`src/hdl/fdt_pkg.sv`:
```
// ----------------------------------------------------------------------------
// fdt_pkg: fan duty and timer controller shared definitions
// Event and result beat types, register map, codes and limits.
// ----------------------------------------------------------------------------
package fdt_pkg;

  localparam int DUTY_W      = 7;
  localparam int TEMP_W      = 8;
  localparam int TIME_W      = 8;
  localparam int MODE_W      = 2;
  localparam int CFG_IDX_W   = 3;
  localparam int CFG_DATA_W  = 8;
  localparam int TIMER_SLOTS = 4;

  // Number of timer modes in use (2 to 4); the top mode is TIMER_MODES - 1.
  localparam int TIMER_MODES = 4;

  localparam logic [DUTY_W-1:0] DUTY_MAX  = DUTY_W'(100);
  localparam logic [DUTY_W-1:0] DUTY_STEP = DUTY_W'(5);
  localparam int                AUTO_GAIN = 3;
  localparam int                AUTO_DIFF_MAX = 100 / AUTO_GAIN;
  localparam logic [MODE_W-1:0] MODE_TOP  = MODE_W'(TIMER_MODES - 1);

  typedef enum logic [2:0] {
    KIND_TICK      = 3'd0,
    KIND_TOGGLE    = 3'd1,
    KIND_DUTY_UP   = 3'd2,
    KIND_DUTY_DOWN = 3'd3,
    KIND_TIMER_UP  = 3'd4,
    KIND_TIMER_DN  = 3'd5
  } kind_t;

  typedef enum logic [1:0] {
    BEEP_NONE  = 2'd0,
    BEEP_LIMIT = 2'd1,
    BEEP_GOOD  = 2'd2,
    BEEP_BAD   = 2'd3
  } beep_t;

  typedef enum logic [CFG_IDX_W-1:0] {
    REG_AUTO_MODE = 3'd0,
    REG_SET_TEMP  = 3'd1,
    REG_TIME_0    = 3'd2,
    REG_TIME_1    = 3'd3,
    REG_TIME_2    = 3'd4,
    REG_TIME_3    = 3'd5
  } reg_idx_t;

  localparam logic signed [TEMP_W-1:0] SET_TEMP_RESET = TEMP_W'(75);
  localparam logic [TIME_W-1:0] TIME_0_RESET = TIME_W'(0);
  localparam logic [TIME_W-1:0] TIME_1_RESET = TIME_W'(60);
  localparam logic [TIME_W-1:0] TIME_2_RESET = TIME_W'(120);
  localparam logic [TIME_W-1:0] TIME_3_RESET = TIME_W'(180);

  typedef struct packed {
    logic [2:0]               kind;
    logic signed [TEMP_W-1:0] temperature;
  } in_t;

  typedef struct packed {
    logic [DUTY_W-1:0] duty;
    logic              fan_on;
    logic [MODE_W-1:0] timer_mode_now;
    logic [TIME_W-1:0] timer_left;
    beep_t             beep;
  } out_t;

  typedef struct packed {
    logic                                 auto_mode;
    logic signed [TEMP_W-1:0]             set_temperature;
    logic [TIMER_SLOTS-1:0][TIME_W-1:0]   timer_time;
  } cfg_t;

endpackage

```
`src/hdl/fdt_cfg.sv`:
```
// ----------------------------------------------------------------------------
// fdt_cfg: configuration register file
// Decodes write beats by index and holds mode, set point and timer table.
// ----------------------------------------------------------------------------
module fdt_cfg
  import fdt_pkg::*;
(
  input  logic                  clk,
  input  logic                  rst,
  input  logic                  cfg_valid,
  output logic                  cfg_ready,
  input  logic [CFG_IDX_W-1:0]  cfg_index,
  input  logic [CFG_DATA_W-1:0] cfg_data,
  output cfg_t                  cfg
);

  logic wr;

  assign cfg_ready = 1'b1;
  assign wr        = cfg_valid && cfg_ready;

  always_ff @(posedge clk) begin
    if (rst) begin
      cfg.auto_mode       <= 1'b0;
      cfg.set_temperature <= SET_TEMP_RESET;
      cfg.timer_time[0]   <= TIME_0_RESET;
      cfg.timer_time[1]   <= TIME_1_RESET;
      cfg.timer_time[2]   <= TIME_2_RESET;
      cfg.timer_time[3]   <= TIME_3_RESET;
    end else if (wr) begin
      case (cfg_index)
        REG_AUTO_MODE: cfg.auto_mode       <= cfg_data[0];
        REG_SET_TEMP:  cfg.set_temperature <= cfg_data;
        REG_TIME_0:    cfg.timer_time[0]   <= cfg_data;
        REG_TIME_1:    cfg.timer_time[1]   <= cfg_data;
        REG_TIME_2:    cfg.timer_time[2]   <= cfg_data;
        REG_TIME_3:    cfg.timer_time[3]   <= cfg_data;
        default: ;
      endcase
    end
  end

endmodule

```
`src/hdl/fan_duty_and_timer_controller_top.sv`:
```
// ----------------------------------------------------------------------------
// fan_duty_and_timer_controller_top: fan duty and shutoff timer controller
// Datapath: each event beat passes the input register, then the result register.
// Throughput: one event per cycle while out_stall is low; each event updates the fan state once.
// Reset (synchronous rst): fan off, duty 0, timer mode 0, countdown 0,
// registers back to their defaults, both pipeline stages empty.
// ----------------------------------------------------------------------------
module fan_duty_and_timer_controller_top
  import fdt_pkg::*;
(
  input  logic                  clk,
  input  logic                  rst,
  input  logic                  in_valid,
  output logic                  in_stall,
  input  in_t                   in_data,
  output logic                  out_valid,
  input  logic                  out_stall,
  output out_t                  out_data,
  input  logic                  cfg_valid,
  output logic                  cfg_ready,
  input  logic [CFG_IDX_W-1:0]  cfg_index,
  input  logic [CFG_DATA_W-1:0] cfg_data
);

  cfg_t cfg;

  logic              s1_valid;
  in_t               s1_data;
  logic              out_free;
  logic              advance;

  logic              fan_running, fan_running_next;
  logic [DUTY_W-1:0] duty_level, duty_level_next;
  logic [MODE_W-1:0] timer_mode, timer_mode_next;
  logic [TIME_W-1:0] countdown, countdown_next;
  beep_t             beep_next;

  logic signed [TEMP_W:0] diff;
  logic [DUTY_W-1:0]      auto_duty;
  logic [DUTY_W:0]        diff_x3;
  logic [DUTY_W:0]        duty_up;
  logic [TIME_W-1:0]      count_dec;
  logic [MODE_W-1:0]      mode_up, mode_dn;

  fdt_cfg u_cfg (
    .clk       (clk),
    .rst       (rst),
    .cfg_valid (cfg_valid),
    .cfg_ready (cfg_ready),
    .cfg_index (cfg_index),
    .cfg_data  (cfg_data),
    .cfg       (cfg)
  );

  assign out_free = !out_valid || !out_stall;
  assign advance  = s1_valid && out_free;
  assign in_stall = s1_valid && !out_free;

  // input register
  always_ff @(posedge clk) begin
    if (rst) begin
      s1_valid <= 1'b0;
    end else if (!in_stall) begin
      s1_valid <= in_valid;
    end
  end

  always_ff @(posedge clk) begin
    if (!in_stall && in_valid) begin
      s1_data <= in_data;
    end
  end

  always_comb begin
    diff      = (TEMP_W+1)'(s1_data.temperature) - (TEMP_W+1)'(cfg.set_temperature);
    diff_x3   = {diff[DUTY_W-1:0], 1'b0} + (DUTY_W+1)'(diff[DUTY_W-1:0]);
    if (diff <= 0) begin
      auto_duty = '0;
    end else if (diff > (TEMP_W+1)'(AUTO_DIFF_MAX)) begin
      auto_duty = DUTY_MAX;
    end else begin
      auto_duty = diff_x3[DUTY_W-1:0];
    end
    duty_up   = (DUTY_W+1)'(duty_level) + (DUTY_W+1)'(DUTY_STEP);
    count_dec = countdown - TIME_W'(1);
    mode_up   = timer_mode + MODE_W'(1);
    mode_dn   = timer_mode - MODE_W'(1);
  end

  // next state
  always_comb begin
    fan_running_next = fan_running;
    duty_level_next  = duty_level;
    timer_mode_next  = timer_mode;
    countdown_next   = countdown;
    beep_next        = BEEP_NONE;
    case (s1_data.kind)
      KIND_TICK: begin
        if (cfg.auto_mode) duty_level_next = auto_duty;
        if (timer_mode != '0 && countdown != '0 && fan_running) begin
          countdown_next = count_dec;
          if (count_dec == '0) begin
            timer_mode_next  = '0;
            fan_running_next = 1'b0;
          end
        end
      end
      KIND_TOGGLE: fan_running_next = !fan_running;
      KIND_DUTY_UP: begin
        if (!cfg.auto_mode) begin
          if (duty_level >= DUTY_MAX) begin
            duty_level_next = DUTY_MAX;
            beep_next       = BEEP_LIMIT;
          end else if (duty_up > (DUTY_W+1)'(DUTY_MAX)) begin
            duty_level_next = DUTY_MAX;
          end else begin
            duty_level_next = duty_up[DUTY_W-1:0];
          end
        end
      end
      KIND_DUTY_DOWN: begin
        if (duty_level == '0) begin
          beep_next = BEEP_LIMIT;
        end else if (duty_level < DUTY_STEP) begin
          duty_level_next = '0;
        end else begin
          duty_level_next = duty_level - DUTY_STEP;
        end
      end
      KIND_TIMER_UP: begin
        if (timer_mode < MODE_TOP) begin
          timer_mode_next = mode_up;
          countdown_next  = cfg.timer_time[mode_up];
          beep_next       = BEEP_GOOD;
        end else begin
          beep_next = BEEP_BAD;
        end
      end
      KIND_TIMER_DN: begin
        if (timer_mode == '0) begin
          beep_next = BEEP_BAD;
        end else begin
          timer_mode_next = mode_dn;
          countdown_next  = cfg.timer_time[mode_dn];
          beep_next       = BEEP_GOOD;
        end
      end
      default: ;
    endcase
  end

  always_ff @(posedge clk) begin
    if (rst) begin
      fan_running <= 1'b0;
      duty_level  <= '0;
      timer_mode  <= '0;
      countdown   <= '0;
    end else if (advance) begin
      fan_running <= fan_running_next;
      duty_level  <= duty_level_next;
      timer_mode  <= timer_mode_next;
      countdown   <= countdown_next;
    end
  end

  // result register
  always_ff @(posedge clk) begin
    if (rst) begin
      out_valid <= 1'b0;
    end else if (out_free) begin
      out_valid <= s1_valid;
    end
  end

  always_ff @(posedge clk) begin
    if (advance) begin
      out_data.duty           <= duty_level_next;
      out_data.fan_on         <= fan_running_next;
      out_data.timer_mode_now <= timer_mode_next;
      out_data.timer_left     <= countdown_next;
      out_data.beep           <= beep_next;
    end
  end

`ifndef ASSERT_OFF
  a_duty_range: assert property (@(posedge clk) disable iff (rst)
    out_valid |-> out_data.duty <= DUTY_MAX)
    else $error("duty above limit");

  a_mode_range: assert property (@(posedge clk) disable iff (rst)
    timer_mode <= MODE_TOP)
    else $error("timer mode beyond top mode");

  a_countdown_step: assert property (@(posedge clk) disable iff (rst)
    advance && s1_data.kind == KIND_TICK && fan_running && timer_mode != '0
      && countdown != '0 |=> countdown == $past(countdown) - TIME_W'(1))
    else $error("countdown did not step on tick");

  a_state_hold: assert property (@(posedge clk) disable iff (rst)
    !advance |=> $stable(duty_level) && $stable(countdown) && $stable(timer_mode))
    else $error("state changed without an event");
`endif

endmodule
```
`config.mk`:
```
export PLATFORM = sky130hd
export DESIGN_NAME = fan_duty_and_timer_controller_top
export DESIGN_NICKNAME = d
export VERILOG_FILES = /design/src/hdl/fdt_pkg.sv /design/src/hdl/fdt_cfg.sv /design/src/hdl/fan_duty_and_timer_controller_top.sv
export SDC_FILE = /design/constraint.sdc
export NUM_CORES = 1
export LEC_CHECK = 0
export ABC_AREA = 1
export BUFFER_PORTS_ARGS = -buffer_cell sky130_fd_sc_hd__buf_2
export CAP_MARGIN = 20
export CORE_ASPECT_RATIO = 0.8
export CORE_MARGIN = 3
export CORE_UTILIZATION = 45
export DETAILED_ROUTE_END_ITERATION = 7
export SYNTH_ARGS = -nofsm -noshare
export SYNTH_HDL_FRONTEND = slang
export SYNTH_HIERARCHICAL = 1
export SYNTH_SLANG_ARGS = --single-unit
```
`constraint.sdc`:
```
create_clock -name clk -period 3.7 [get_ports clk]
set_input_delay 0.925 -clock clk [delete_from_list [all_inputs] [get_ports clk]]
set_output_delay 0.925 -clock clk [all_outputs]
set_load 0.01 [all_outputs]
```
# Word-level counts from Yosys, hierarchy flattened

Cells that the tools add are included.

Add/sub/neg operators: 7
Reductions and logical operators: 24
Muxes and demuxes: 31
$lt $le $gt $ge: 8
Equal/unequal tests: 10

Operators with widths:

| cell                                                                             | number |
|---|---|
| 7-bit 2-to-1 mux                                                                 | 8 |
| 8-bit 2-to-1 mux                                                                 | 5 |
| 8-bit binary-select mux with 2-bit select                                        | 2 |
| 8-bit case mux with 3 select lines                                               | 1 |
| 7-bit case mux with 3 select lines                                               | 1 |
| 3-bit by 2-bit equality test with 1-bit output, second input constant            | 4 |
| 3-bit equality test, second input constant                                       | 4 |
| 2-bit AND reduction                                                              | 6 |
| 9-bit by 7-bit > comparator with 1-bit output, second input constant             | 1 |
| 9-bit by 1-bit less-or-equal comparator with 1-bit output, second input constant | 1 |
| 8-bit by 8-bit subtractor with 9-bit output                                      | 1 |
| 7-bit by 3-bit adder with 8-bit output, second input constant                    | 1 |
| 8-bit by 7-bit > comparator with 1-bit output, second input constant             | 1 |
| 8-bit logical NOT                                                                | 1 |
| 2-bit 2-to-1 mux                                                                 | 4 |
| 2-bit case mux with 4 select lines                                               | 1 |
| 8-bit nonzero test                                                               | 1 |
| 8-bit by 1-bit subtractor with 8-bit output, second input constant               | 1 |
| 7-bit adder                                                                      | 1 |
| 7-bit >= comparator, second input constant                                       | 1 |
| 7-bit logical NOT                                                                | 1 |
| 7-bit by 3-bit less-than comparator with 1-bit output, second input constant     | 1 |
| 1-bit 2-to-1 mux                                                                 | 7 |
| 7-bit by 3-bit subtractor with 7-bit output, second input constant               | 1 |
| other kinds (13)                                                                 | 24 |

Word-level logic and storage cells: 99
Bits of input ports: 27
Register bits after elaboration: 92

# Longest topological paths before layout

Gate-level depths: netlist of run 1.

Depth after elaboration: 6
Mapped depth: 21

# Modules after synthesis

The synthesis of run 1 kept the hierarchy.

Modules (own cells, without submodules):

| module                            | cells each | area each (um^2) | sequential area each (um^2) | instances |
|---|---|---|---|---|
| fan_duty_and_timer_controller_top | 550        | 4239.1           | 1331.3                      | 1 |
| fdt_cfg                           | 231        | 1647.8           | 820.8                       | 1 |

# Least setup slack after synthesis of run 1

No wires, ideal clock.

Path type: register to register
From: register s1_data[0] (netlist name)
To: register out_data[19] (netlist name) (data pin)
Data arrival time: 2504 ps
Setup time: 259 ps
Cell stages (with the launch flop): 19
Path slack: 937 ps
Period minus slack after synthesis: 2763 ps
Cells stage by stage: edfxtp_1 -> inv_1 -> ha_1 -> inv_1 -> fa_1 -> nand2_1 -> nand2_1 -> nand2_1 -> xor2_1 -> ha_1 -> nor2_1 -> inv_1 -> o211ai_1 -> xor2_1 -> nand2_1 -> nand2_1 -> nand2_1 -> nand2_1 -> nand3_1

Word-level cells in the longest chain between the ends: 6
Elaborated cells between the ends (all ways): 8

RTL lines:

| element                                                                             | line                                                                             | source |
|---|---|---|
| start: declaration                                                                  | fan_duty_and_timer_controller_top.sv:28                                          | `in_t s1_data;` |
| start signal: assignment                                                            | fan_duty_and_timer_controller_top.sv:70                                          | `s1_data <= in_data;` |
| 8-bit by 8-bit subtractor with 9-bit output (*)                                     | fan_duty_and_timer_controller_top.sv:75                                          | `diff = (TEMP_W+1)'(s1_data.temperature) - (TEMP_W+1)'(cfg.set_temperature);` |
| 9-bit by 7-bit > comparator with 1-bit output / 7-bit adder (equally long branches) | fan_duty_and_timer_controller_top.sv:79, fan_duty_and_timer_controller_top.sv:76 |  |
| 7-bit 2-to-1 mux                                                                    | fan_duty_and_timer_controller_top.sv:79                                          | `end else if (diff > (TEMP_W+1)'(AUTO_DIFF_MAX)) begin` |
| 7-bit 2-to-1 mux (*)                                                                | fan_duty_and_timer_controller_top.sv:77                                          | `if (diff <= 0) begin` |
| 7-bit 2-to-1 mux (*)                                                                | fan_duty_and_timer_controller_top.sv:99                                          | `if (cfg.auto_mode) duty_level_next = auto_duty;` |
| 7-bit case mux with 3 select lines (*)                                              | fan_duty_and_timer_controller_top.sv:97                                          | `case (s1_data.kind)` |
| named net duty_level_next[6]                                                        | fan_duty_and_timer_controller_top.sv:33                                          | `logic [DUTY_W-1:0] duty_level, duty_level_next;` |
| end: declaration                                                                    | fan_duty_and_timer_controller_top.sv:18                                          | `output out_t out_data,` |

Mark *: on every way through the listed nets, which the timed path passes. The rest lies on a longest branch.
A chain may end at the register's enable or synchronous reset.

# Worst setup path after layout of run 1

Ends and elaborated chain as after synthesis.

==> results of run 1 <==
==> placed cells by master, fill, tap and decap left out, types with 4 or more instances in the layout <==
| cell | count |
|---|---|
| sky130_fd_sc_hd__ha_1 | 33 |
| sky130_fd_sc_hd__clkbuf_16 | 10 |
| sky130_fd_sc_hd__edfxtp_1 | 31 |
| sky130_fd_sc_hd__nor3_1 | 5 |
| sky130_fd_sc_hd__buf_4 | 5 |
| sky130_fd_sc_hd__o21ai_1 | 15 |
| sky130_fd_sc_hd__o221ai_1 | 8 |
| sky130_fd_sc_hd__nand4_1 | 18 |
| sky130_fd_sc_hd__o221ai_2 | 4 |
| sky130_fd_sc_hd__a21oi_1 | 42 |
| sky130_fd_sc_hd__dfxtp_1 | 61 |
| sky130_fd_sc_hd__inv_2 | 12 |
| sky130_fd_sc_hd__mux2i_1 | 13 |
| sky130_fd_sc_hd__o211ai_2 | 6 |
| sky130_fd_sc_hd__xor2_1 | 15 |
| sky130_fd_sc_hd__o211ai_1 | 5 |
| sky130_fd_sc_hd__nand2_1 | 179 |
| sky130_fd_sc_hd__nor3_2 | 4 |
| sky130_fd_sc_hd__o21ai_0 | 15 |
| sky130_fd_sc_hd__nor2_4 | 8 |
| sky130_fd_sc_hd__nand2_2 | 7 |
| sky130_fd_sc_hd__buf_2 | 48 |
| sky130_fd_sc_hd__nor2_2 | 7 |
| sky130_fd_sc_hd__nand3_1 | 75 |
| sky130_fd_sc_hd__o22ai_1 | 4 |
| sky130_fd_sc_hd__inv_1 | 96 |
| sky130_fd_sc_hd__nor2_1 | 71 |
==> per-stage QoR <==
stage	instances	utilization, %
final	1000	52.62
after global routing	1000	52.62
after CTS	1000	52.62
after detailed placement	984	50.26
after global placement	984	50.26
after floorplan	781	-
==> synth_stat cells, types with 2 or more instances <==
| master | instances | area [sq um] |
|---|---|---|
| sky130_fd_sc_hd__inv_2 | 12 | 45.04 |
| sky130_fd_sc_hd__o21ai_1 | 15 | 75.07 |
| sky130_fd_sc_hd__nor3_1 | 5 | 25.02 |
| sky130_fd_sc_hd__nor3_2 | 4 | 40.04 |
| sky130_fd_sc_hd__nor2_2 | 6 | 37.54 |
| sky130_fd_sc_hd__nand3_1 | 75 | 375.4 |
| sky130_fd_sc_hd__mux2i_1 | 13 | 130.1 |
| sky130_fd_sc_hd__inv_1 | 96 | 360.4 |
| sky130_fd_sc_hd__dfxtp_1 | 61 | 1221 |
| sky130_fd_sc_hd__or2_1 | 2 | 12.51 |
| sky130_fd_sc_hd__o211ai_2 | 6 | 75.07 |
| sky130_fd_sc_hd__a21oi_1 | 42 | 210.2 |
| sky130_fd_sc_hd__buf_6 | 2 | 22.52 |
| sky130_fd_sc_hd__o22ai_1 | 4 | 25.02 |
| sky130_fd_sc_hd__o211ai_1 | 5 | 37.54 |
| sky130_fd_sc_hd__nand2_2 | 7 | 43.79 |
| sky130_fd_sc_hd__ha_1 | 33 | 412.9 |
| sky130_fd_sc_hd__o221ai_1 | 8 | 70.07 |
| sky130_fd_sc_hd__buf_1 | 3 | 11.26 |
| sky130_fd_sc_hd__buf_4 | 2 | 15.01 |
| sky130_fd_sc_hd__nor2_4 | 8 | 90.09 |
| sky130_fd_sc_hd__nand3b_1 | 2 | 15.01 |
| sky130_fd_sc_hd__o221ai_2 | 4 | 60.06 |
| sky130_fd_sc_hd__buf_2 | 7 | 35.03 |
| sky130_fd_sc_hd__nor2_1 | 72 | 270.3 |
| sky130_fd_sc_hd__a21oi_2 | 3 | 26.28 |
| sky130_fd_sc_hd__fa_1 | 2 | 40.04 |
| sky130_fd_sc_hd__nand2_1 | 179 | 671.9 |
| sky130_fd_sc_hd__xor2_1 | 15 | 131.4 |
| sky130_fd_sc_hd__o21ai_0 | 15 | 75.07 |
| sky130_fd_sc_hd__clkbuf_1 | 7 | 26.28 |
| sky130_fd_sc_hd__edfxtp_1 | 31 | 930.9 |
| sky130_fd_sc_hd__and3_1 | 2 | 12.51 |
| sky130_fd_sc_hd__xnor2_1 | 3 | 26.28 |
| sky130_fd_sc_hd__nand4_1 | 18 | 112.6 |
==> area by class of cell <==
type | instances | area [sq um] | share of cell area, %
sequential | 92 | 2152 | 32.78
inverter | 109 | 409.1 | 6.232
timing repair buffer | 53 | 277.8 | 4.231
tap | 171 | 214.0 | 3.259
multi-input combinational | 559 | 3218 | 49.02
clock inverter | 6 | 43.79 | 0.6670
clock buffer | 10 | 250.2 | 3.812
==> how the worst max path moves through the flow <==
stage / cells past startpoint / startpoint / endpoint / slack (ns)
after global placement: 18 / s1_data[0] / out_data[19] / 0.75
after CTS: 18 / s1_data[0] / out_data[19] / 0.64
final: 18 / s1_data[0] / out_data[19] / 0.65
after global routing: 20 / s1_data[0] / duty_level[6] / 0.29
after floorplan: 18 / s1_data[0] / out_data[19] / 0.94
after detailed placement: 18 / s1_data[0] / out_data[19] / 0.62
==> sequential cells by signal, summed over array words and instances (netlist names) <==
name and cells:
u_cfg/cfg 41, out_data 20, s1_data 11, countdown 8, duty_level 7, timer_mode 2
fan_running 1, out_valid 1, s1_valid 1
==> cells by family (layout without fill, tap and decap cells) <==
group           after synthesis  in the layout  synth area share, %
compound gates              108            108                12.24
simple gates                384            384                29.73
other cells                   1              1              0.06370
mux                          13             13                2.210
fa+ha+maj                    35             35                7.694
xor+xnor                     18             18                2.678
flops                        92             92                36.56
buf+inv                     130            178                8.820
==> per-layer routing <==
metal,vias up,wire (microns),track usage [%]
li1,2679,-,-
met1,2412,7073,29.07
met2,128,6652,34.57
met3,8,665,3.814
met4,0,84,3.377
met5,-,0,0
==> worst max-delay path, stage by stage (launching register included) <==
cell	delay [ns]
sky130_fd_sc_hd__edfxtp_1	0.35
sky130_fd_sc_hd__inv_1	0.06
sky130_fd_sc_hd__ha_1	0.12
sky130_fd_sc_hd__inv_1	0.06
sky130_fd_sc_hd__fa_1	0.40
sky130_fd_sc_hd__nand2_1	0.08
sky130_fd_sc_hd__nand2_1	0.07
sky130_fd_sc_hd__nand2_1	0.07
sky130_fd_sc_hd__xor2_1	0.34
sky130_fd_sc_hd__ha_1	0.33
sky130_fd_sc_hd__nor2_1	0.17
sky130_fd_sc_hd__inv_1	0.06
sky130_fd_sc_hd__o211ai_1	0.19
sky130_fd_sc_hd__xor2_1	0.16
sky130_fd_sc_hd__nand2_1	0.07
sky130_fd_sc_hd__nand2_1	0.05
sky130_fd_sc_hd__nand2_1	0.05
sky130_fd_sc_hd__nand2_1	0.10
sky130_fd_sc_hd__nand3_1	0.07
==> power by group through the flow <==
stage               clock network (mW)  logic (mW)  registers (mW)
floorplan                            0       0.469            1.16
global placement                     0       0.610            1.16
detailed placement                   0       0.622            1.17
CTS                              0.938       0.625            1.14
global route                     0.968       0.715            1.15
finish                           0.912       0.628            1.14
==> out/qor.txt, run 1 <==
=======================================================================================
Skew final                                                                  0.007629 ns
Count of distinct cell types in the synthesized netlist                              47
Setup Buffers After CTS                                                               0
Clock root buffer                                                          sky130_fd_sc_hd__clkbuf_16
Count of buffers inserted at the top-level ports                                     48
Instance area after placement                                                6271 sq um
Deepest clock path buffer count                                                       2
Post-layout instance area                                                    6565 sq um
First drt pass iteration count                                                        6
Min setup slack post-route                                                    0.6451 ns
Detailed placement HPWL                                                        10.99 mm
Relative contribution of combinational cells to total power                       23.4%
Flop and latch count out of synthesis                                                92
Fraction of layout instances using a drive strength above 1                      15.08%
Hold Path Origin                                                           u_cfg/cfg[26]
Post-Syn Area                                                                5887 sq um
Part of the Yosys area used for sequential elements                              36.56%
Sink Count                                                                           92
Leakage power total                                                            3.065 nW
TritonCTS Buffers                                                                     9
Cell depth of the worst min-delay path                                                2
Clock-pin slew on the worst setup and hold paths                                0.07 ns
Die H                                                                      108.3 microns
Count of flip-flops with a built-in enable after synthesis                           31
Endpoint, Worst Hold                                                       u_cfg/cfg[26]
Worst path arrival time                                                         3.15 ns
Number of cells upsized or downsized after cts                                        0
Ports                                                                                50
Clock network fraction of design power                                            34.0%
Horizontal extent of the die                                               133.9 microns
Average wire per standard cell                                             14.48 microns
Final Cycle Share                                                                82.57%
Nature of the critical path endpoint                                           register
Path depth of the worst reg2reg path                                                 18
Average cell area after synthesis                                           7.538 sq um
Switch share                                                                     31.71%
All-Layer GR Usage                                                               20.84%
Crit-path max FO                                                                      5
CP startpoint kind                                                             register
Crit path required time                                                         3.80 ns
Worst skew pair latency                                                         0.34 ns
Register-to-register setup slack                                                0.65 ns
Sequential fraction of design power                                               42.6%
Vias/cell                                                                         5.227
Total negative setup slack                                                         0 ns
Power density over the cells                                               408.7 nW/um^2
Vias in the first global route                                                     5079
Total of hold buffers inserted after clock tree synthesis                             0
Final routed wirelength across all metal layers                                14.48 mm
Post-synthesis net count                                                            843
GPL Wtd Cong                                                                     0.9343
Max-capacitance violation count                                                       0
Post-layout minimum cycle time                                                 3.055 ns
Overall via count from detail_route                                                5227
Status                                                                     finished clean
Path category of the worst min-delay check                                 register to register
Antenna-violating nets left                                                           0
Type of the worst setup path                                               register to register
Number of fill cells in the layout                                                 1237
Number of warnings issued by yosys                                                    6
Headroom to the max-slew limit                                                   59.14%
Highest clock rate                                                           0.3273 GHz
Number of standard cells after synthesis                                            781
Initial core utilization                                                         47.18%
Endpoint of the most critical register-to-register path                    out_data[19]
Worst setup timing slack at the placement stage                               0.6217 ns
Antenna violations before repair                                                      0
Area of the placeable core                                                  12480 sq um
Origin of the critical flop-to-flop path                                     s1_data[0]
Area added between synthesis and finish                                          11.52%
Clock tree from TritonCTS                                                          done
DR DRC count                                                                          0
Power, Total                                                                   2.683 mW
Number of violations reported at the end of detailed-routing iteration 0            400
Cell Rows                                                                            36
Number of endpoints with negative hold slack in the final report                      0
Residual overflow from global routing                                                 0
Slew Limit Fails                                                                      0
Hold WS                                                                       0.4601 ns
Final count of negative-setup-slack endpoints                                         0
Area of the die                                                             14500 sq um
Maximum number of pins on one net before global-route repair                         42
Transition time of the tightest slew-check pin                                0.6121 ns
First-pass GRT wire length                                                     24.47 mm
Async set-reset flop share out of synthesis                                          0%
Final nets                                                                          886
Number of levels in the clock H-tree                                                  3
Antenna diode count                                                                   0
Worst VDD drop                                                                0.2334 mV
Switching component of the power                                              0.8508 mW
Dominant register cell in the synthesized netlist                          sky130_fd_sc_hd__dfxtp_1
RSZ-0062 raised after global routing                                              false
Int Power                                                                      1.833 mW
=======================================================================================
(Power assumes the default switching activity.)
==> inputs of run 2 (changes only) <==
ABC_AREA = 0   (was 1)
clock period = 3 ns   (was 3.7 ns; I/O delays follow)
==> out/qor.txt, run 2 <==
=======================================================================================
Largest registers in the final layout                                      u_cfg/cfg x41, out_data x20, s1_data x11
Detailed placement HPWL                                                        10.98 mm
Dominant register cell in the synthesized netlist                          sky130_fd_sc_hd__dfxtp_1
Post-Layout Cell Count                                                              895
Vias in the first global route                                                     4705
Delay-heaviest family, CP                                                  compound AO/OA/AOI/OAI gates
Sequential fraction of design power                                               43.2%
Relative contribution of combinational cells to total power                       22.4%
Min setup slack post-route                                                   -0.1552 ns
Cell Rows                                                                            36
Part of the Yosys area used for sequential elements                              36.03%
Number of cells on the critical path                                                 16
GPL Wtd Cong                                                                     0.9060
Area of the die                                                             14700 sq um
Maximum number of pins on one net before global-route repair                         39
Count of buffers inserted at the top-level ports                                     48
Count of flip-flops with a built-in enable after synthesis                           31
Final Cycle Share                                                                105.2%
Deepest clock path buffer count                                                       2
Cell with the most instances on the worst path                             sky130_fd_sc_hd__inv_2
Power, Total                                                                   3.197 mW
Dominant cell type by area after synthesis                                 sky130_fd_sc_hd__dfxtp_1
Post-Syn Area                                                                5973 sq um
Slew Limit Fails                                                                      0
Headroom to the max-slew limit                                                   52.64%
Switching component of the power                                              0.9238 mW
Vias/cell                                                                         5.575
Status                                                                     complete, but fails checks
CP startpoint kind                                                             register
Number of endpoints with negative hold slack in the final report                      0
Critical Path Sink                                                         out_data[13]
Buffers & Inverters on Critical Path                                                  4
Antenna violations before repair                                                      0
Clock network fraction of design power                                            34.4%
Top cells by area, synth                                                   sky130_fd_sc_hd__dfxtp_1, sky130_fd_sc_hd__edfxtp_1, sky130_fd_sc_hd__mux2i_1
Power density over the cells                                               454.6 nW/um^2
Ports                                                                                50
Int Power                                                                      2.274 mW
Switch share                                                                     28.89%
Placed cell count                                                                   875
Highest clock rate                                                           0.3169 GHz
Number of fill cells in the layout                                                 1160
Total of hold buffers inserted after clock tree synthesis                             0
Count of distinct cell types in the synthesized netlist                              76
Commonest cells in the netlist                                             sky130_fd_sc_hd__dfxtp_1, sky130_fd_sc_hd__mux2i_1, sky130_fd_sc_hd__nor2_1
CP Launch Point                                                              s1_data[0]
Total area of multi-input combinational cells                                3676 sq um
Area added between synthesis and finish                                          17.74%
Average wire per standard cell                                             16.32 microns
Endpoint of the most critical register-to-register path                    out_data[13]
Initial core utilization                                                         47.53%
Horizontal extent of the die                                               134.8 microns
Antenna diode count                                                                   0
Sink Count                                                                           92
Commonest cells after routing, fill and taps aside                         sky130_fd_sc_hd__mux2i_1, sky130_fd_sc_hd__dfxtp_1, sky130_fd_sc_hd__nor2_1, sky130_fd_sc_hd__nand2b_1, sky130_fd_sc_hd__buf_2
Worst skew pair latency                                                         0.34 ns
Register-to-register setup slack                                               -0.16 ns
Number of warnings issued by yosys                                                    6
Average cell area after synthesis                                           9.050 sq um
Final routed wirelength across all metal layers                                14.61 mm
Crit-path slowest cell                                                     sky130_fd_sc_hd__edfxtp_1
Final count of negative-setup-slack endpoints                                         9
Crit-path max FO                                                                      4
Overall via count from detail_route                                                4990
Yosys top cell area share                                                        20.44%
Number of violations reported at the end of detailed-routing iteration 0            494
Number of standard cells after synthesis                                            660
TritonCTS Buffers                                                                     9
Hold WS                                                                       0.4773 ns
Clock-pin slew on the worst setup and hold paths                                0.07 ns
Final nets                                                                          781
Crit path required time                                                         3.21 ns
Post-synthesis net count                                                            722
All-Layer GR Usage                                                               20.30%
Number of levels in the clock H-tree                                                  3
Leakage power total                                                            2.895 nW
Area of the placeable core                                                  12570 sq um
Path category of the worst min-delay check                                 register to register
Largest register by flop count                                                u_cfg/cfg
Fraction of layout instances using a drive strength above 1                      20.58%
Clock root buffer                                                          sky130_fd_sc_hd__clkbuf_16
Worst path arrival time                                                         3.37 ns
Antenna-violating nets left                                                           0
Origin of the critical flop-to-flop path                                     s1_data[0]
Clock tree from TritonCTS                                                          done
Transition time of the tightest slew-check pin                                0.7030 ns
Path depth of the worst reg2reg path                                                 16
Residual overflow from global routing                                                 0
Violations in the final reports                                            setup timing
Flop and latch count out of synthesis                                                92
Worst VDD drop                                                                0.2778 mV
Largest stage delay on the critical path                                        0.35 ns
First drt pass iteration count                                                        5
RSZ-0062 raised after global routing                                               true
Skew final                                                                  0.006178 ns
Area of all sequential standard cells                                        2152 sq um
Async set-reset flop share out of synthesis                                          0%
Max-capacitance violation count                                                       0
Nature of the critical path endpoint                                           register
DR DRC count                                                                          0
Die H                                                                      109.1 microns
End-of-flow core utilization                                                     55.96%
First-pass GRT wire length                                                     23.64 mm
Chain of cells forming the critical path                                   inv_1 > ha_2 > inv_2 > fa_2 > a21o_1 > a21oi_2 > xor2_2 > buf_6 > ha_4 > inv_2 > o211ai_1 > nor4b_2 > a21bo_2 > nor3_4 > a211o_1 > o21a_1
Flip-flop count of the largest register after layout                                 41
Type of the worst setup path                                               register to register
Post-layout minimum cycle time                                                 3.155 ns
=======================================================================================
run 2: changes by cell type in the layout (fill, tap and decap cells not counted), moves of 15 or more:
cell                       change
sky130_fd_sc_hd__nand2_1     -144
sky130_fd_sc_hd__mux2i_1      +48
sky130_fd_sc_hd__inv_1        -61
sky130_fd_sc_hd__buf_4        +31
sky130_fd_sc_hd__nand3_1      -61
sky130_fd_sc_hd__nand4_1      -17
sky130_fd_sc_hd__nand2b_1     +49
sky130_fd_sc_hd__nor2b_1      +15
sky130_fd_sc_hd__nor2_1       -20
run 2: power groups by stage:
stage                     combinational, mW  clock [mW]  sequential (mW)
after global routing                  0.788        1.17             1.39
after detailed placement              0.641           0             1.41
after CTS                             0.681        1.12             1.38
after floorplan                       0.424           0             1.40
after global placement                0.628           0             1.41
final                                 0.716        1.10             1.38
run 2: timing repair:
item / 4_1_cts / 5_1_grt
setup buffers: 3 / 1
endpoints found under the setup margin: 14 / 14
resized for setup: 22 / 18
pin swaps: 10 / 11
run 2: layout make-up:
cell class	count	share of cell area, %
clock buffer	11	3.611
clock inverter	5	0.4803
inverter	40	2.135
multi-input combinational	489	52.27
sequential	92	30.60
tap	171	3.042
timing repair buffer	87	7.863
run 2: through the flow:
stage | area (sq um) | setup TNS, ns | setup WS [ns]
after floorplan | 6010 | -0.08659 | -0.04024
after global placement | 6548 | -1.136 | -0.1828
after detailed placement | 6548 | -2.213 | -0.2906
after CTS | 6943 | -0.6971 | -0.1319
after global routing | 7033 | -3.611 | -0.4075
final | 7033 | -0.8921 | -0.1552
run 2: routing by layer:
layer | share of wire [%] | wire length (microns) | global-route usage [%]
met4 | 0.90 | 131 | 4.288
met2 | 44 | 6408 | 32.48
met5 | 0 | 0 | 0
met3 | 6.4 | 934 | 4.059
met1 | 49 | 7135 | 28.65
run 2: worst register-to-register path: cells and delay by family (launching register included):
| kind | cells | cell delay [ns] |
|---|---|---|
| compound gates | 6 | 1.15 |
| fa+ha+maj | 3 | 0.63 |
| xor+xnor | 1 | 0.20 |
| buf+inv | 4 | 0.27 |
| simple gates | 2 | 0.42 |
| flops | 1 | 0.35 |
run 2: cell families after synthesis:
| group | Yosys count | share of synthesized area (%) |
|---|---|---|
| compound gates | 163 | 18.66 |
| xor+xnor | 15 | 2.199 |
| simple gates | 214 | 19.52 |
| fa+ha+maj | 35 | 7.583 |
| buf+inv | 79 | 5.718 |
| other cells | 1 | 0.06278 |
| mux | 61 | 10.22 |
| flops | 92 | 36.03 |
run 2: worst min-delay path by stage:
stage | start | endpoint | depth (start not counted)
final | u_cfg/cfg[16] | u_cfg/cfg[16] | 2
after detailed placement | u_cfg/cfg[9] | u_cfg/cfg[9] | 2
after global routing | u_cfg/cfg[36] | u_cfg/cfg[36] | 2
after CTS | u_cfg/cfg[14] | u_cfg/cfg[14] | 2
after global placement | u_cfg/cfg[14] | u_cfg/cfg[14] | 2
after floorplan | u_cfg/cfg[40] | u_cfg/cfg[40] | 2
==> inputs of run 3 (changes only) <==
CORE_ASPECT_RATIO = default   (was 0.8)
PLACE_DENSITY = 0.65   (was default)
==> out/qor.txt, run 3 (synthesized netlist as in run 2, its figures left out) <==
=======================================================================================
Total of hold buffers inserted after clock tree synthesis                             0
Overall via count from detail_route                                                4966
Clock tree from TritonCTS                                                          done
DR DRC count                                                                          0
Clock root buffer                                                          sky130_fd_sc_hd__clkbuf_16
Violations in the final reports                                            setup timing
Max-capacitance violation count                                                       0
Worst path arrival time                                                         3.45 ns
Final routed wirelength across all metal layers                                14.36 mm
Cell Rows                                                                            41
Worst VDD drop                                                                0.3247 mV
Skew final                                                                  0.006459 ns
Crit path required time                                                         3.22 ns
Status                                                                     complete, but fails checks
Area of the placeable core                                                  12770 sq um
Power density over the cells                                               463.8 nW/um^2
Highest clock rate                                                           0.3097 GHz
Final Cycle Share                                                                107.6%
Sink Count                                                                           92
Clock-pin slew on the worst setup and hold paths                                0.07 ns
Path category of the worst min-delay check                                 register to register
Min setup slack post-route                                                   -0.2285 ns
Largest registers in the final layout                                      u_cfg/cfg x41, out_data x20, s1_data x11
Initial core utilization                                                         46.76%
Antenna violations before repair                                                      0
Power, Total                                                                   3.247 mW
Area of the die                                                             14690 sq um
TritonCTS Buffers                                                                     9
Chain of cells forming the critical path                                   inv_1 > ha_2 > inv_2 > fa_2 > a21o_1 > a21oi_2 > xor2_2 > buf_4 > buf_6 > ha_4 > and3_4 > nor4b_2 > a21bo_2 > nor3_4 > a211o_1 > o21a_1
Vias in the first global route                                                     4720
Hold Path Origin                                                           u_cfg/cfg[8]
Met2 wire len                                                                  6.753 mm
Number of fill cells in the layout                                                 1166
Deepest clock path buffer count                                                       2
Slew Limit Fails                                                                      0
Number of endpoints with negative hold slack in the final report                      0
Vias/cell                                                                         5.567
First drt pass iteration count                                                        5
Post-layout minimum cycle time                                                 3.228 ns
Area of all sequential standard cells                                        2152 sq um
CP Launch Point                                                              s1_data[0]
Type of the worst setup path                                               register to register
Largest register by flop count                                                u_cfg/cfg
Antenna-violating nets left                                                           0
Detailed-routing wirelength on met1                                            6.838 mm
Number of violations reported at the end of detailed-routing iteration 0            374
Flip-flop count of the largest register after layout                                 41
Residual overflow from global routing                                                 0
Commonest cells after routing, fill and taps aside                         sky130_fd_sc_hd__mux2i_1, sky130_fd_sc_hd__dfxtp_1, sky130_fd_sc_hd__nor2_1, sky130_fd_sc_hd__nand2b_1, sky130_fd_sc_hd__buf_2
First-pass GRT wire length                                                     23.44 mm
Buffers & Inverters on Critical Path                                                  4
Fraction of layout instances using a drive strength above 1                      19.58%
CP startpoint kind                                                             register
Number of levels in the clock H-tree                                                  3
Maximum number of pins on one net before global-route repair                         37
DR top layer                                                                       met4
Headroom to the max-slew limit                                                   51.37%
Crit-path max FO                                                                      4
Register-to-register setup slack                                               -0.23 ns
Leakage power total                                                            2.883 nW
Average wire per standard cell                                             16.10 microns
Transition time of the tightest slew-check pin                                0.7253 ns
Total met3 wirelength after detailed routing                                538 microns
Horizontal extent of the die                                               121.2 microns
Crit-path slowest cell                                                     sky130_fd_sc_hd__edfxtp_1
Total area of multi-input combinational cells                                3655 sq um
RSZ-0062 raised after global routing                                               true
Detailed placement HPWL                                                        10.57 mm
Antenna diode count                                                                   0
Die H                                                                      121.2 microns
Delay-heaviest family, CP                                                  compound AO/OA/AOI/OAI gates
Ports                                                                                50
Origin of the critical flop-to-flop path                                     s1_data[0]
Hold WS                                                                       0.4755 ns
Largest stage delay on the critical path                                        0.36 ns
Final nets                                                                          777
All-Layer GR Usage                                                               20.04%
GPL Wtd Cong                                                                     0.9143
Worst skew pair latency                                                         0.35 ns
Final count of negative-setup-slack endpoints                                        11
Count of buffers inserted at the top-level ports                                     48
Area added between synthesis and finish                                          17.20%
Nature of the critical path endpoint                                           register
=======================================================================================
==> run 3: changes by cell type in the layout (fill, tap and decap cells not counted), moves of 2 or more <==
cell	before	now
sky130_fd_sc_hd__buf_4	36	32
sky130_fd_sc_hd__clkinv_2	2	0
sky130_fd_sc_hd__inv_1	35	37
sky130_fd_sc_hd__inv_2	4	2
sky130_fd_sc_hd__o21ai_0	29	31
sky130_fd_sc_hd__o21ai_1	11	9
==> run 3: layout make-up <==
| class | count | share of cell area, % |
|---|---|---|
| Inverter | 40 | 2.145 |
| Tap cell | 172 | 3.074 |
| Multi-Input combinational cell | 489 | 52.21 |
| Timing Repair Buffer | 83 | 7.471 |
| Sequential cell | 92 | 30.74 |
| Clock inverter | 7 | 1.144 |
| Clock buffer | 9 | 3.217 |
==> run 3: power breakdown <==
group	leakage [nW]	switching, mW	total [mW]	internal [mW]
sequential	0.795	0.0435	1.38	1.34
combinational	1.94	0.376	0.690	0.314
clock	0.153	0.514	1.17	0.660
==> run 3: tightest hold or removal path, stage by stage (launching register included) <==
cell and delay (ns):
sky130_fd_sc_hd__dfxtp_1 0.31, sky130_fd_sc_hd__nand2b_1 0.06, sky130_fd_sc_hd__mux2i_1 0.06
==> run 3: final timing paths <==
path             endpoint  cells past startpoint
max          out_data[13]                     16
min          u_cfg/cfg[8]                      2
max reg2reg  out_data[13]                     16
min reg2reg  u_cfg/cfg[8]                      2
==> run 3: repair_timing <==
action / CTS / global route
setup buffers: 4 / 1
setup endpoints to repair: 14 / 14
pin swaps: 27 / 20
gates resized for setup: 24 / 9
==> run 3: per-layer routing <==
metal  track usage [%]  vias up
met5                 0        -
met4             6.232        0
met3             2.984       18
met2             32.65      110
met1             27.54     2356
li1                  -     2482
==> run 3: metrics by stage <==
step | setup TNS (ns) | setup slack [ns] | instance area [sq um] | cells | utilization [%]
floorplan | -0.08659 | -0.04024 | 6010 | 660 | -
global placement | -0.5530 | -0.1017 | 6506 | 872 | 50.94
detailed placement | -1.931 | -0.2774 | 6506 | 872 | 50.94
CTS | -1.993 | -0.2080 | 6955 | 892 | 54.45
global route | -4.619 | -0.4693 | 7000 | 892 | 54.80
finish | -1.326 | -0.2285 | 7000 | 892 | 54.80
